## src/rtl/assert_macros.svh

```systemverilog
// Assertion helpers for the RTL.
`ifndef ASSERT_MACROS_SVH
`define ASSERT_MACROS_SVH

// Checked on every rising clock edge outside reset.
`define CRT_ASSERT(lbl, clk, rst_n, prop, msg) \
  lbl: assert property (@(posedge clk) disable iff (!rst_n) prop) else $error(msg);

// Checked on every rising clock edge, reset included.
`define CRT_ASSERT_ALWAYS(lbl, clk, prop, msg) \
  lbl: assert property (@(posedge clk) prop) else $error(msg);

`endif

```

## src/rtl/crt_pkg.sv

```systemverilog
package crt_pkg;

  localparam int CRT_SLOTS       = 16;
  localparam int CRT_MAX_PARTS   = 16;
  localparam int CRT_CHUNK_WORDS = 8;

  // parts after clipping, wide enough for the largest MAX_PARTS
  localparam int PARTS_W = 7;
  localparam int SIZE_W  = 11;
  localparam logic [SIZE_W-1:0] SIZE_MAX = 11'd2047;
  localparam logic [3:0] BYTES_MAX = 4'd8;

  localparam int Q_DEPTH = 2;
  localparam int QPTR_W  = $clog2(Q_DEPTH);

  localparam logic FUNC_CHUNK = 1'b0;
  localparam logic FUNC_READ  = 1'b1;

  typedef enum logic [1:0] {
    KIND_DONE = 2'd0,
    KIND_DATA = 2'd1,
    KIND_MISS = 2'd2
  } crt_kind_t;

  typedef enum logic [1:0] {
    ST_IDLE,
    ST_LOOK,
    ST_EXEC
  } crt_state_t;

  typedef struct packed {
    logic        func;
    logic [15:0] seq_no;
    logic [3:0]  ord_no;
    logic [4:0]  parts;
    logic        compressed;
    logic [2:0]  word_index;
    logic [63:0] data_word;
    logic [3:0]  byte_count;
    logic        last_word;
    logic [6:0]  read_addr;
  } crt_in_t;

  typedef struct packed {
    crt_kind_t   kind;
    logic [15:0] out_seq_no;
    logic [10:0] total_size;
    logic        out_compressed;
    logic [63:0] read_data;
  } crt_out_t;

  // classified request as it sits in the queue
  typedef struct packed {
    logic               func;
    logic [15:0]        seq;
    logic [15:0]        quot;     // seq / SLOTS
    logic [3:0]         ord;
    logic [PARTS_W-1:0] parts;    // clipped to MAX_PARTS
    logic               comp;
    logic [2:0]         widx;
    logic [63:0]        data;
    logic [3:0]         bytes;    // clipped to 8
    logic               last;
    logic [6:0]         raddr;
    logic               ord_ok;
    logic               widx_ok;
    logic               raddr_ok;
  } crt_cmd_t;

  typedef struct packed {
    logic full;
    logic empty;
  } crt_qstat_t;

endpackage

```

## src/rtl/crt_queue.sv

```systemverilog
module crt_queue import crt_pkg::*; (
  input  logic       clk,
  input  logic       rst_n,
  input  logic       push,
  input  crt_cmd_t   push_cmd,
  input  logic       pop,
  output crt_cmd_t   head,
  output crt_qstat_t stat
);

  crt_cmd_t          ent_r [Q_DEPTH];
  logic [QPTR_W-1:0] wr_ptr_r, wr_ptr_nxt;
  logic [QPTR_W-1:0] rd_ptr_r, rd_ptr_nxt;
  logic [QPTR_W:0]   cnt_r, cnt_nxt;

  always_comb begin
    wr_ptr_nxt = wr_ptr_r;
    rd_ptr_nxt = rd_ptr_r;
    cnt_nxt    = cnt_r;
    if (push) begin
      wr_ptr_nxt = (int'(wr_ptr_r) == Q_DEPTH - 1) ? '0 : wr_ptr_r + 1'b1;
    end
    if (pop) begin
      rd_ptr_nxt = (int'(rd_ptr_r) == Q_DEPTH - 1) ? '0 : rd_ptr_r + 1'b1;
    end
    if (push && !pop) begin
      cnt_nxt = cnt_r + 1'b1;
    end else if (pop && !push) begin
      cnt_nxt = cnt_r - 1'b1;
    end
  end

  always_ff @(posedge clk) begin
    if (!rst_n) begin
      wr_ptr_r <= '0;
      rd_ptr_r <= '0;
      cnt_r    <= '0;
    end else begin
      wr_ptr_r <= wr_ptr_nxt;
      rd_ptr_r <= rd_ptr_nxt;
      cnt_r    <= cnt_nxt;
    end
  end

  always_ff @(posedge clk) begin
    if (push) begin
      ent_r[wr_ptr_r] <= push_cmd;
    end
  end

  assign head       = ent_r[rd_ptr_r];
  assign stat.full  = int'(cnt_r) == Q_DEPTH;
  assign stat.empty = cnt_r == '0;

endmodule

```

## config.mk

```make
export PLATFORM = sky130hd
export DESIGN_NAME = crt_queue
export DESIGN_NICKNAME = d
export VERILOG_FILES = /design/src/rtl/assert_macros.svh /design/src/rtl/crt_pkg.sv /design/src/rtl/crt_queue.sv
export SDC_FILE = /design/constraint.sdc
export NUM_CORES = 1
export LEC_CHECK = 0
export BUFFER_PORTS_ARGS = -buffer_cell sky130_fd_sc_hd__buf_2
export CAP_MARGIN = 15
export CORE_MARGIN = 5
export CORE_UTILIZATION = 35
export CTS_CLUSTER_DIAMETER = 100
export DETAILED_ROUTE_END_ITERATION = 16
export REMOVE_ABC_BUFFERS = 1
export SYNTH_ARGS = -nofsm -noshare
export SYNTH_HDL_FRONTEND = slang
export SYNTH_SLANG_ARGS = --single-unit
```

## constraint.sdc

```tcl
create_clock -name clk -period 7 [get_ports clk]
set_input_delay 1.4 -clock clk [delete_from_list [all_inputs] [get_ports clk]]
set_output_delay 1.4 -clock clk [all_outputs]
set_load 0.02 [all_outputs]
```

==> results of run 1 <==
-- flip-flops by register name, indices dropped and copies added (netlist names), named ones only --
signal,flops
ent_r,254
wr_ptr_r,1
rd_ptr_r,1
cnt_r,2
-- where the power goes --
group	leakage [nW]	internal, mW	switching, mW
Clock	0.380	0.700	0.544
Combinational	1.70	0.171	0.241
Sequential	2.43	1.79	0.0237
Total	4.50	2.67	0.808
-- worst max path at each step --
stage | to | slack, ps | depth (start not counted)
global placement | ent_r[0][121] | 3440 | 3
CTS | head[4] | 2990 | 3
global route | head[4] | 2940 | 3
finish | head[4] | 3070 | 3
floorplan | ent_r[0][0] | -570 | 1
detailed placement | ent_r[0][7] | 3380 | 3
-- layout make-up --
cell class	instances	area (um2)
multi-input cells	143	1670
clock inverters	21	97.6
diodes	1	2.50
well taps	341	427
inverters	1	3.75
fillers	2396	14900
flip-flops and latches	259	7730
clock buffers	29	683
repair buffers	264	1330
-- cells by family (layout without fill, tap and decap cells) --
family	after synthesis	count (layout)	synth area share, %
mux	127	127	16.3
simple gates	9	9	0.580
other cells	0	1	0
buf+inv	15	315	1.11
xor+xnor	3	3	0.277
fa+ha+maj	1	1	0.132
flops	259	259	81.4
compound gates	3	3	0.211
-- synthesized netlist by cell type (all sizes together) --
library cell / count / area share [%]
a21boi: 1 / 0.079
and2: 4 / 0.26
and2b: 1 / 0.079
buf: 14 / 1.1
dfxtp: 5 / 1.1
edfxtp: 254 / 80
ha: 1 / 0.13
inv: 1 / 0.040
mux2: 127 / 16
nor2: 1 / 0.040
nor2b: 2 / 0.13
o21a: 1 / 0.079
o21ai: 1 / 0.053
or3: 1 / 0.066
xnor2: 1 / 0.092
xor2: 2 / 0.18
-- layer usage --
metal | vias up | part of all wire (%) | track usage, %
met5 | - | 0.15 | 0
met4 | 6 | 2.5 | 2.95
met3 | 38 | 8.5 | 4.28
met2 | 170 | 50 | 20.5
met1 | 2325 | 39 | 14.0
li1 | 2224 | - | -
-- worst reg2reg max path: stages, from the launching register on --
cell	delay, ps
dfxtp_1	380
and2_4	660
buf_4	850
-- stage by stage --
step,std cells,utilization (%),hold WS [ps],area (um2)
after floorplan,403,-,474,9390
after global placement,1008,41.6,487,11200
after detailed placement,1008,41.6,541,11200
after CTS,1058,44.6,545,11900
after global routing,1058,44.6,559,11900
final,1059,44.6,536,11900
==> metrics.md, run 1 <==
| Metric | Value |
|---|---|
| Commonest non-fill, non-tap cells in the layout | buf_2 (259), edfxtp_1 (254), mux2_2 (97) |
| Clk sinks | 259 |
| Crit path buf inv count | 2 |
| Min-Delay Startpoint | cnt_r[1] |
| Nets | 828 |
| Chip Height | 175 um |
| RSZ-0062 raised after global routing | false |
| Worst hold stages | 2 |
| Outcome | completed |
| CTS tree | done |
| FMAX | 255 MHz |
| Avg WL per Cell | 17.8 um |
| CP Capture Type | output port |
| # DRC | 0 |
| Die area | 30500 um2 |
| Worst R2R Start | wr_ptr_r |
| Hold EP | cnt_r[1] |
| First-pass GRT wire length | 29000 um |
| Syn. warnings | 0 |
| Synthesis-to-layout area growth | 25.9% |
| Die W | 175 um |
| Worst Skew | 8.05 ps |
| Crit path kind | flip-flop to output port |
| Hold_buf cts | 0 |
| Root Driver | clkbuf_16 |
| Num ports | 260 |
| Clock-pin slew on the worst setup and hold paths | 60 ps |
| Via density | 4.50 |
| Pwr Density | 291 nW/um2 |
| Initial antenna violation count | 3 |
| Core box area | 26800 um2 |
| Port bufs | 259 |
| CP Launch Type | flip-flop |
| Fraction of layout cells with a size suffix above 1 | 59.8% |
| Slew HR | 29.6% |
| Setup bufs post-CTS | 0 |
| Row cnt | 60 |
| GP Congestion | 0.723 |
| Maxcap violations | 0 |
| Post-synth design cell area | 9490 um2 |
| Total Neg Setup Slack | 0 ps |
| H-tree depth | 1 |
| Post-synthesis sequential area ratio | 81.4% |
| Slew of the pin with the lowest slew margin | 1050 ps |
| Mapped Avg Cell Area | 22.8 um2 |
| Via count | 4763 |
| Gr usage total | 11.8% |
| DP Worst Slack | 3380 ps |
| Maximum vdd drop | 0.000202 V |
| Initial Util | 35.4% |
| Worst EP required | 5600 ps |
| Hold crit path type | flip-flop to flip-flop |
| Routed Antenna Nets | 0 |
| Reg-to-reg slack, setup | 4620 ps |
| DP HPWL | 12800 um |
| Clk buf depth | 3 |
| Crit-path cells | buf_4 > mux2_2 > buf_2 |
| Initial DRT Pass Iterations | 4 |
| Largest stage delay, worst path | 710 ps |
| Post-Syn Instances | 417 |
| Clk Latency, worst-skew pair | 520 ps |
| Leak Pwr | 4.50 nW |
| DRT iter0 DRCs | 182 |
| CTS buffer count | 27 |
| Final Hold Fails | 0 |
| Commonest non-fill, non-tap cell in the layout | buf_2 |
| Post-synth cell types | 18 |
| Vias in the first global route | 5240 |
| Post-cts repair resize count | 0 |
| Crit path DAT | 2530 ps |
| GRT Residual Overflow | 0 |
| Detailed Route WL | 18800 um |
| Final Cycle Share | 56.1% |
| Final Power | 3.47 mW |
| R2r endpoint | ent_r[1][103] |
| Largest net degree at the start of global routing | 73 |
| Final Max Slew Viols | 0 |
| # setup viols final | 0 |
| Worst path top cell family by delay | buffers and inverters |
| Critical Path Slowest Stage Cell | buf_4 |
| FF+latch count, synth | 259 |
| Final setup margin | 3070 ps |
| Worst r2r path cells | 2 |
| Crit Path Max Fanout | 61 |
| Minimum clock period | 3930 ps |
Power figures use the tool's default switching activity.
==> inputs of run 2 (changes only) <==
--- a/config.mk
+++ b/config.mk
@@ -5,6 +5,7 @@
 export SDC_FILE = /design/constraint.sdc
 export NUM_CORES = 1
 export LEC_CHECK = 0
+export ABC_AREA = 1
 export BUFFER_PORTS_ARGS = -buffer_cell sky130_fd_sc_hd__buf_2
 export CAP_MARGIN = 15
 export CORE_MARGIN = 5
==> constraint.sdc (replaced) <==
create_clock -name clk -period 4 [get_ports clk]
set_input_delay 0.8 -clock clk [delete_from_list [all_inputs] [get_ports clk]]
set_output_delay 0.8 -clock clk [all_outputs]
set_load 0.02 [all_outputs]
==> metrics.md, run 2 <==
| Metric | Value |
|---|---|
| Pwr Density | 523 nW/um2 |
| Commonest non-fill, non-tap cell in the layout | buf_2 |
| Commonest non-fill, non-tap cells in the layout | buf_2 (259), edfxtp_1 (254), mux2_2 (97) |
| Leak Pwr | 4.63 nW |
| Maxcap violations | 0 |
| Most numerous cell in the Yosys netlist | edfxtp_1 |
| RSZ-0062 raised after global routing | false |
| Initial DRT Pass Iterations | 4 |
| CP Capture Type | output port |
| EDFF count, synth | 254 |
| CP Launch Type | flip-flop |
| Port bufs | 259 |
| Die area | 30500 um2 |
| Post-synth design cell area | 9500 um2 |
| Filler cells | 2404 |
| Num ports | 260 |
| CTS buffer count | 28 |
| Worst EP required | 3200 ps |
| Via density | 4.52 |
| Nets | 845 |
| Synth top area cells | edfxtp_1 (80%), mux2_2 (11%), mux2_4 (4.7%), dfxtp_1 (1.1%), buf_6 (0.59%) |
| GP Congestion | 0.702 |
| Hold_buf cts | 0 |
| Worst R2R Start | wr_ptr_r |
| Initial antenna violation count | 4 |
| Final Max Slew Viols | 0 |
| Initial Util | 35.3% |
| Multi-input gate area | 1650 um2 |
| CTS tree | done |
| Die W | 175 um |
| Gr usage total | 11.9% |
| FF+latch count, synth | 259 |
| Post-synth top cells | edfxtp_1 (254), mux2_2 (97), mux2_4 (30) |
| Crit path DAT | 2150 ps |
| Fraction of layout cells with a size suffix above 1 | 59.6% |
| Core box area | 26900 um2 |
| Avg WL per Cell | 17.5 um |
| Syn. warnings | 0 |
| Root Driver | clkbuf_16 |
| DP HPWL | 12600 um |
| Crit-path cells | buf_4 > mux2_2 > buf_2 |
| Setup bufs post-CTS | 0 |
| Post-synth cell types | 14 |
| Slew of the pin with the lowest slew margin | 790 ps |
| Final Cycle Share | 73.7% |
| Crit Path Max Fanout | 26 |
| # setup viols final | 0 |
| Synthesis-to-layout area growth | 28.0% |
| Largest stage delay, worst path | 560 ps |
| DRT iter0 DRCs | 192 |
| Worst hold slack | 453 ps |
| H-tree depth | 1 |
| Post-DP Area | 11200 um2 |
| Hold crit path type | primary input to flip-flop |
| Clk Latency, worst-skew pair | 530 ps |
| Clk sinks | 259 |
| R2r endpoint | ent_r[1][126] |
| Worst hold stages | 1 |
| Worst Skew | 20.4 ps |
| Chip Height | 175 um |
| Post-synth ARST share | 0% |
| Post-cts repair resize count | 0 |
| Row cnt | 60 |
| Mapped Avg Cell Area | 22.1 um2 |
| DP Worst Slack | 1570 ps |
| Biggest regs | ent_r (254), cnt_r (2) |
| Minimum clock period | 2950 ps |
| # DRC | 0 |
| Vias in the first global route | 5243 |
| Min-Delay Startpoint | push_cmd[58] |
| First-pass GRT wire length | 29000 um |
| Worst r2r path cells | 3 |
| Largest net degree at the start of global routing | 80 |
| Synth area leader | edfxtp_1 |
| Via count | 4863 |
| GRT Residual Overflow | 0 |
| Clock-pin slew on the worst setup and hold paths | 60 ps |
| Storage cell area | 7730 um2 |
| Max FFs per register | 254 |
| Outcome | completed |
| Crit path kind | flip-flop to output port |
| Clk buf depth | 3 |
| Post-Syn Instances | 430 |
| Biggest register | ent_r |
| Critical Path Slowest Stage Cell | dfxtp_4 |
| Maximum vdd drop | 0.000293 V |
| Slew HR | 47.3% |
| Detailed Route WL | 18800 um |
| Post-route cell area | 12200 um2 |
| Routed Antenna Nets | 0 |
| Ys flop type | edfxtp_1 |
| Synth top area share | 80.3% |
| Reg-to-reg slack, setup | 2140 ps |
| FMAX | 339 MHz |
| Hold EP | ent_r[0][58] |
| Post-synthesis sequential area ratio | 81.3% |
| Final setup margin | 1050 ps |
| Final Hold Fails | 0 |
[run 2: changes by cell type in the layout (fill, tap and decap cells not counted), moves of 2 or more]
cell	previous run	this run
clkinv_1	13	4
nand2_1	0	8
nor2_1	1	8
inv_1	1	7
clkbuf_1	2	7
and2_1	3	0
buf_12	0	3
bufinv_16	0	3
clkbuf_16	27	29
clkbuf_8	0	2
xor2_1	2	0
[run 2: kinds of logic (layout without fill, tap and decap cells)]
group / Yosys count / count (layout) / share of synthesized area (%)
other cells: 0 / 1 / 0
buf+inv: 22 / 327 / 1.38
flops: 259 / 259 / 81.3
compound gates: 2 / 2 / 0.105
fa+ha+maj: 1 / 1 / 0.132
mux: 127 / 127 / 16.2
simple gates: 19 / 19 / 0.790
[run 2: metal layers]
metal  part of all wire [%]  vias up  global-route usage (%)
met2                     47      190                    19.2
met4                    3.1        6                    3.47
met1                     41     2361                    14.7
li1                       -     2263                       -
met5                   0.18        -                       0
met3                    9.1       43                    4.87
[run 2: area by class of cell]
type | count | share of cell area, %
clock buffer | 38 | 6.41
inverter | 8 | 0.288
sequential | 259 | 63.6
tap | 341 | 3.51
multi-input combinational | 149 | 13.6
clock inverter | 14 | 1.17
antenna | 1 | 0.0206
timing repair buffer | 267 | 11.5
[run 2: worst max-delay path by stage]
stage | start | to | slack, ps
global route | flip-flop | head[18] | 920
CTS | flip-flop | head[75] | 980
detailed placement | flip-flop | head[75] | 1570
floorplan | push | ent_r[0][0] | -2770
finish | flip-flop | head[18] | 1050
global placement | flip-flop | head[47] | 1590
[run 2: worst max-delay path, delay by kind of cell, from the launching register on]
| kind | cells | cell delay, ps |
|---|---|---|
| DFF | 1 | 560 |
| buffers and inverters | 2 | 620 |
| muxes | 1 | 400 |
[run 2: power by group]
group	leakage (nW)	internal, mW	total, mW	switching (mW)
logic	1.75	0.268	0.651	0.383
registers	2.43	3.14	3.18	0.0374
clock network	0.452	1.55	2.52	0.974
[run 2: metrics by stage]
stage               total power [mW]  utilization, %  std cells  TNS (ps)
finish                          6.36            45.2       1077         0
global route                    6.63            45.2       1077         0
CTS                             6.46            45.2       1076         0
detailed placement              3.90            41.8       1024         0
global placement                3.89            41.8       1024         0
floorplan                       3.66               -        416   -465990
==> inputs of run 3 (changes only) <==
==> constraint.sdc (replaced) <==
create_clock -name clk -period 3.07 [get_ports clk]
set_input_delay 0.614 -clock clk [delete_from_list [all_inputs] [get_ports clk]]
set_output_delay 0.614 -clock clk [all_outputs]
set_load 0.02 [all_outputs]
==> metrics.md, run 3 (same netlist as run 2, synthesis figures left out) <==
| Metric | Value |
|---|---|
| Largest stage delay, worst path | 420 ps |
| Die W | 175 um |
| Max FFs per register | 254 |
| Met3 wire length | 1750 um |
| Crit Path Max Fanout | 60 |
| Commonest non-fill, non-tap cell in the layout | buf_2 |
| Maxcap violations | 0 |
| Worst Skew | 6.50 ps |
| Worst path top cell family by delay | buffers and inverters |
| Dpl cells | 1023 |
| Clk Latency, worst-skew pair | 530 ps |
| CP Capture Type | output port |
| Clk pwr share | 38.0% |
| Routed Antenna Nets | 0 |
| DP Worst Slack | 1060 ps |
| Crit-path cells | buf_12 > mux2_2 > buf_2 |
| Ant. Diodes | 0 |
| Initial DRT Pass Iterations | 4 |
| Final Hold Fails | 0 |
| Critical Path Slowest Stage Cell | mux2_2 |
| Nets | 844 |
| # DRC | 0 |
| Total Neg Setup Slack | 0 ps |
| Pint | 6.23 mW |
| GP Congestion | 0.676 |
| CTS buffer count | 28 |
| Commonest non-fill, non-tap cells in the layout | buf_2 (259), edfxtp_1 (254), mux2_2 (97) |
| Post-route cell area | 12100 um2 |
| Filler cells | 2387 |
| Seq pwr share | 51.4% |
| Met1 WL | 7280 um |
| Via density | 4.50 |
| Avg WL per Cell | 17.3 um |
| Clk buf depth | 3 |
| Biggest regs | ent_r (254), cnt_r (2) |
| RSZ-0062 raised after global routing | false |
| Non-filler cells, final | 1070 |
| Top sig layer | met5 |
| Slew HR | 60.3% |
| Final Power | 8.05 mW |
| Num ports | 260 |
| Via count | 4820 |
| H-tree depth | 1 |
| Final Max Slew Viols | 0 |
| Largest net degree at the start of global routing | 86 |
| Gr usage total | 11.6% |
| Clk sinks | 259 |
| CTS tree | done |
| Fraction of layout cells with a size suffix above 1 | 59.4% |
| Clock-pin slew on the worst setup and hold paths | 60 ps |
| Final Cycle Share | 81.3% |
| Detailed Route WL | 18500 um |
| Initial Util | 35.3% |
| Slew of the pin with the lowest slew margin | 596 ps |
| Core box area | 26900 um2 |
| Leak Pwr | 4.58 nW |
| Outcome | completed |
| Synthesis-to-layout area growth | 27.2% |
| Met2 WL | 9100 um |
| Port bufs | 259 |
| First-pass GRT wire length | 28200 um |
| DP HPWL | 12000 um |
| Root Driver | clkbuf_16 |
| Hold crit path type | primary input to flip-flop |
| Worst hold slack | 271 ps |
| Final setup margin | 574 ps |
| Vias in the first global route | 5215 |
| Core Util, Final | 45.0% |
| Psw | 1.82 mW |
| Pwr Density | 666 nW/um2 |
| Row cnt | 60 |
| CP Launch Type | flip-flop |
| Hold_buf cts | 0 |
| DRT iter0 DRCs | 225 |
| Post-cts repair resize count | 0 |
| Gate power share | 10.7% |
| Switching part of the total | 22.6% |
| Crit path DAT | 1880 ps |
| Minimum clock period | 2500 ps |
| Initial antenna violation count | 4 |
| Biggest register | ent_r |
| # setup viols final | 0 |
| GRT Residual Overflow | 0 |
| Post-DP Area | 11200 um2 |
| Maximum vdd drop | 0.000415 V |
| Die area | 30500 um2 |
| Chip Height | 175 um |
| Setup bufs post-CTS | 0 |
| Worst EP required | 2460 ps |
| Crit path buf inv count | 2 |
| Crit path kind | flip-flop to output port |
| FMAX | 401 MHz |
-- run 3: changes by cell type in the layout (fill, tap and decap cells not counted), moves of 2 or more --
cell,previous run,this run
buf_4,5,3
bufinv_16,3,1
clkbuf_1,7,3
clkbuf_8,2,0
clkinv_1,4,7
clkinv_2,6,3
clkinvlp_4,1,3
-- run 3: cell type report --
class	instances	area, um2	share of cell area [%]
clock inverters	15	105	0.870
well taps	341	427	3.53
flip-flops and latches	259	7730	64.0
multi-input cells	149	1650	13.6
clock buffers	32	737	6.10
repair buffers	266	1400	11.6
inverters	8	35.0	0.290
-- run 3: worst reg2reg max path, stage by stage, from the launching register on --
cell,delay [ps]
dfxtp_1,390
nand2_1,150
inv_6,360
buf_12,350
-- run 3: power groups by stage --
stage	combinational [mW]	clock (mW)	sequential (mW)
2_1_floorplan	0.511	0	4.26
3_3_place_gp	0.872	0	4.20
3_5_place_dp	0.877	0	4.21
4_1_cts	0.881	3.16	4.14
5_1_grt	0.927	3.32	4.15
6_report	0.860	3.06	4.13
-- run 3: per-layer routing --
metal | global-route usage, % | vias up
met5 | 0 | -
met4 | 3.04 | 8
met3 | 4.46 | 37
met2 | 19.7 | 172
met1 | 13.9 | 2348
li1 | - | 2255
-- run 3: worst paths after layout --
check | cells after the start | slack (ps) | to | start
max | 3 | 570 | head[18] | flip-flop
min | 1 | 270 | ent_r[1][58] | push_cmd[58]
max reg2reg | 3 | 1430 | ent_r[1][92] | wr_ptr_r
min reg2reg | 2 | 500 | rd_ptr_r | rd_ptr_r
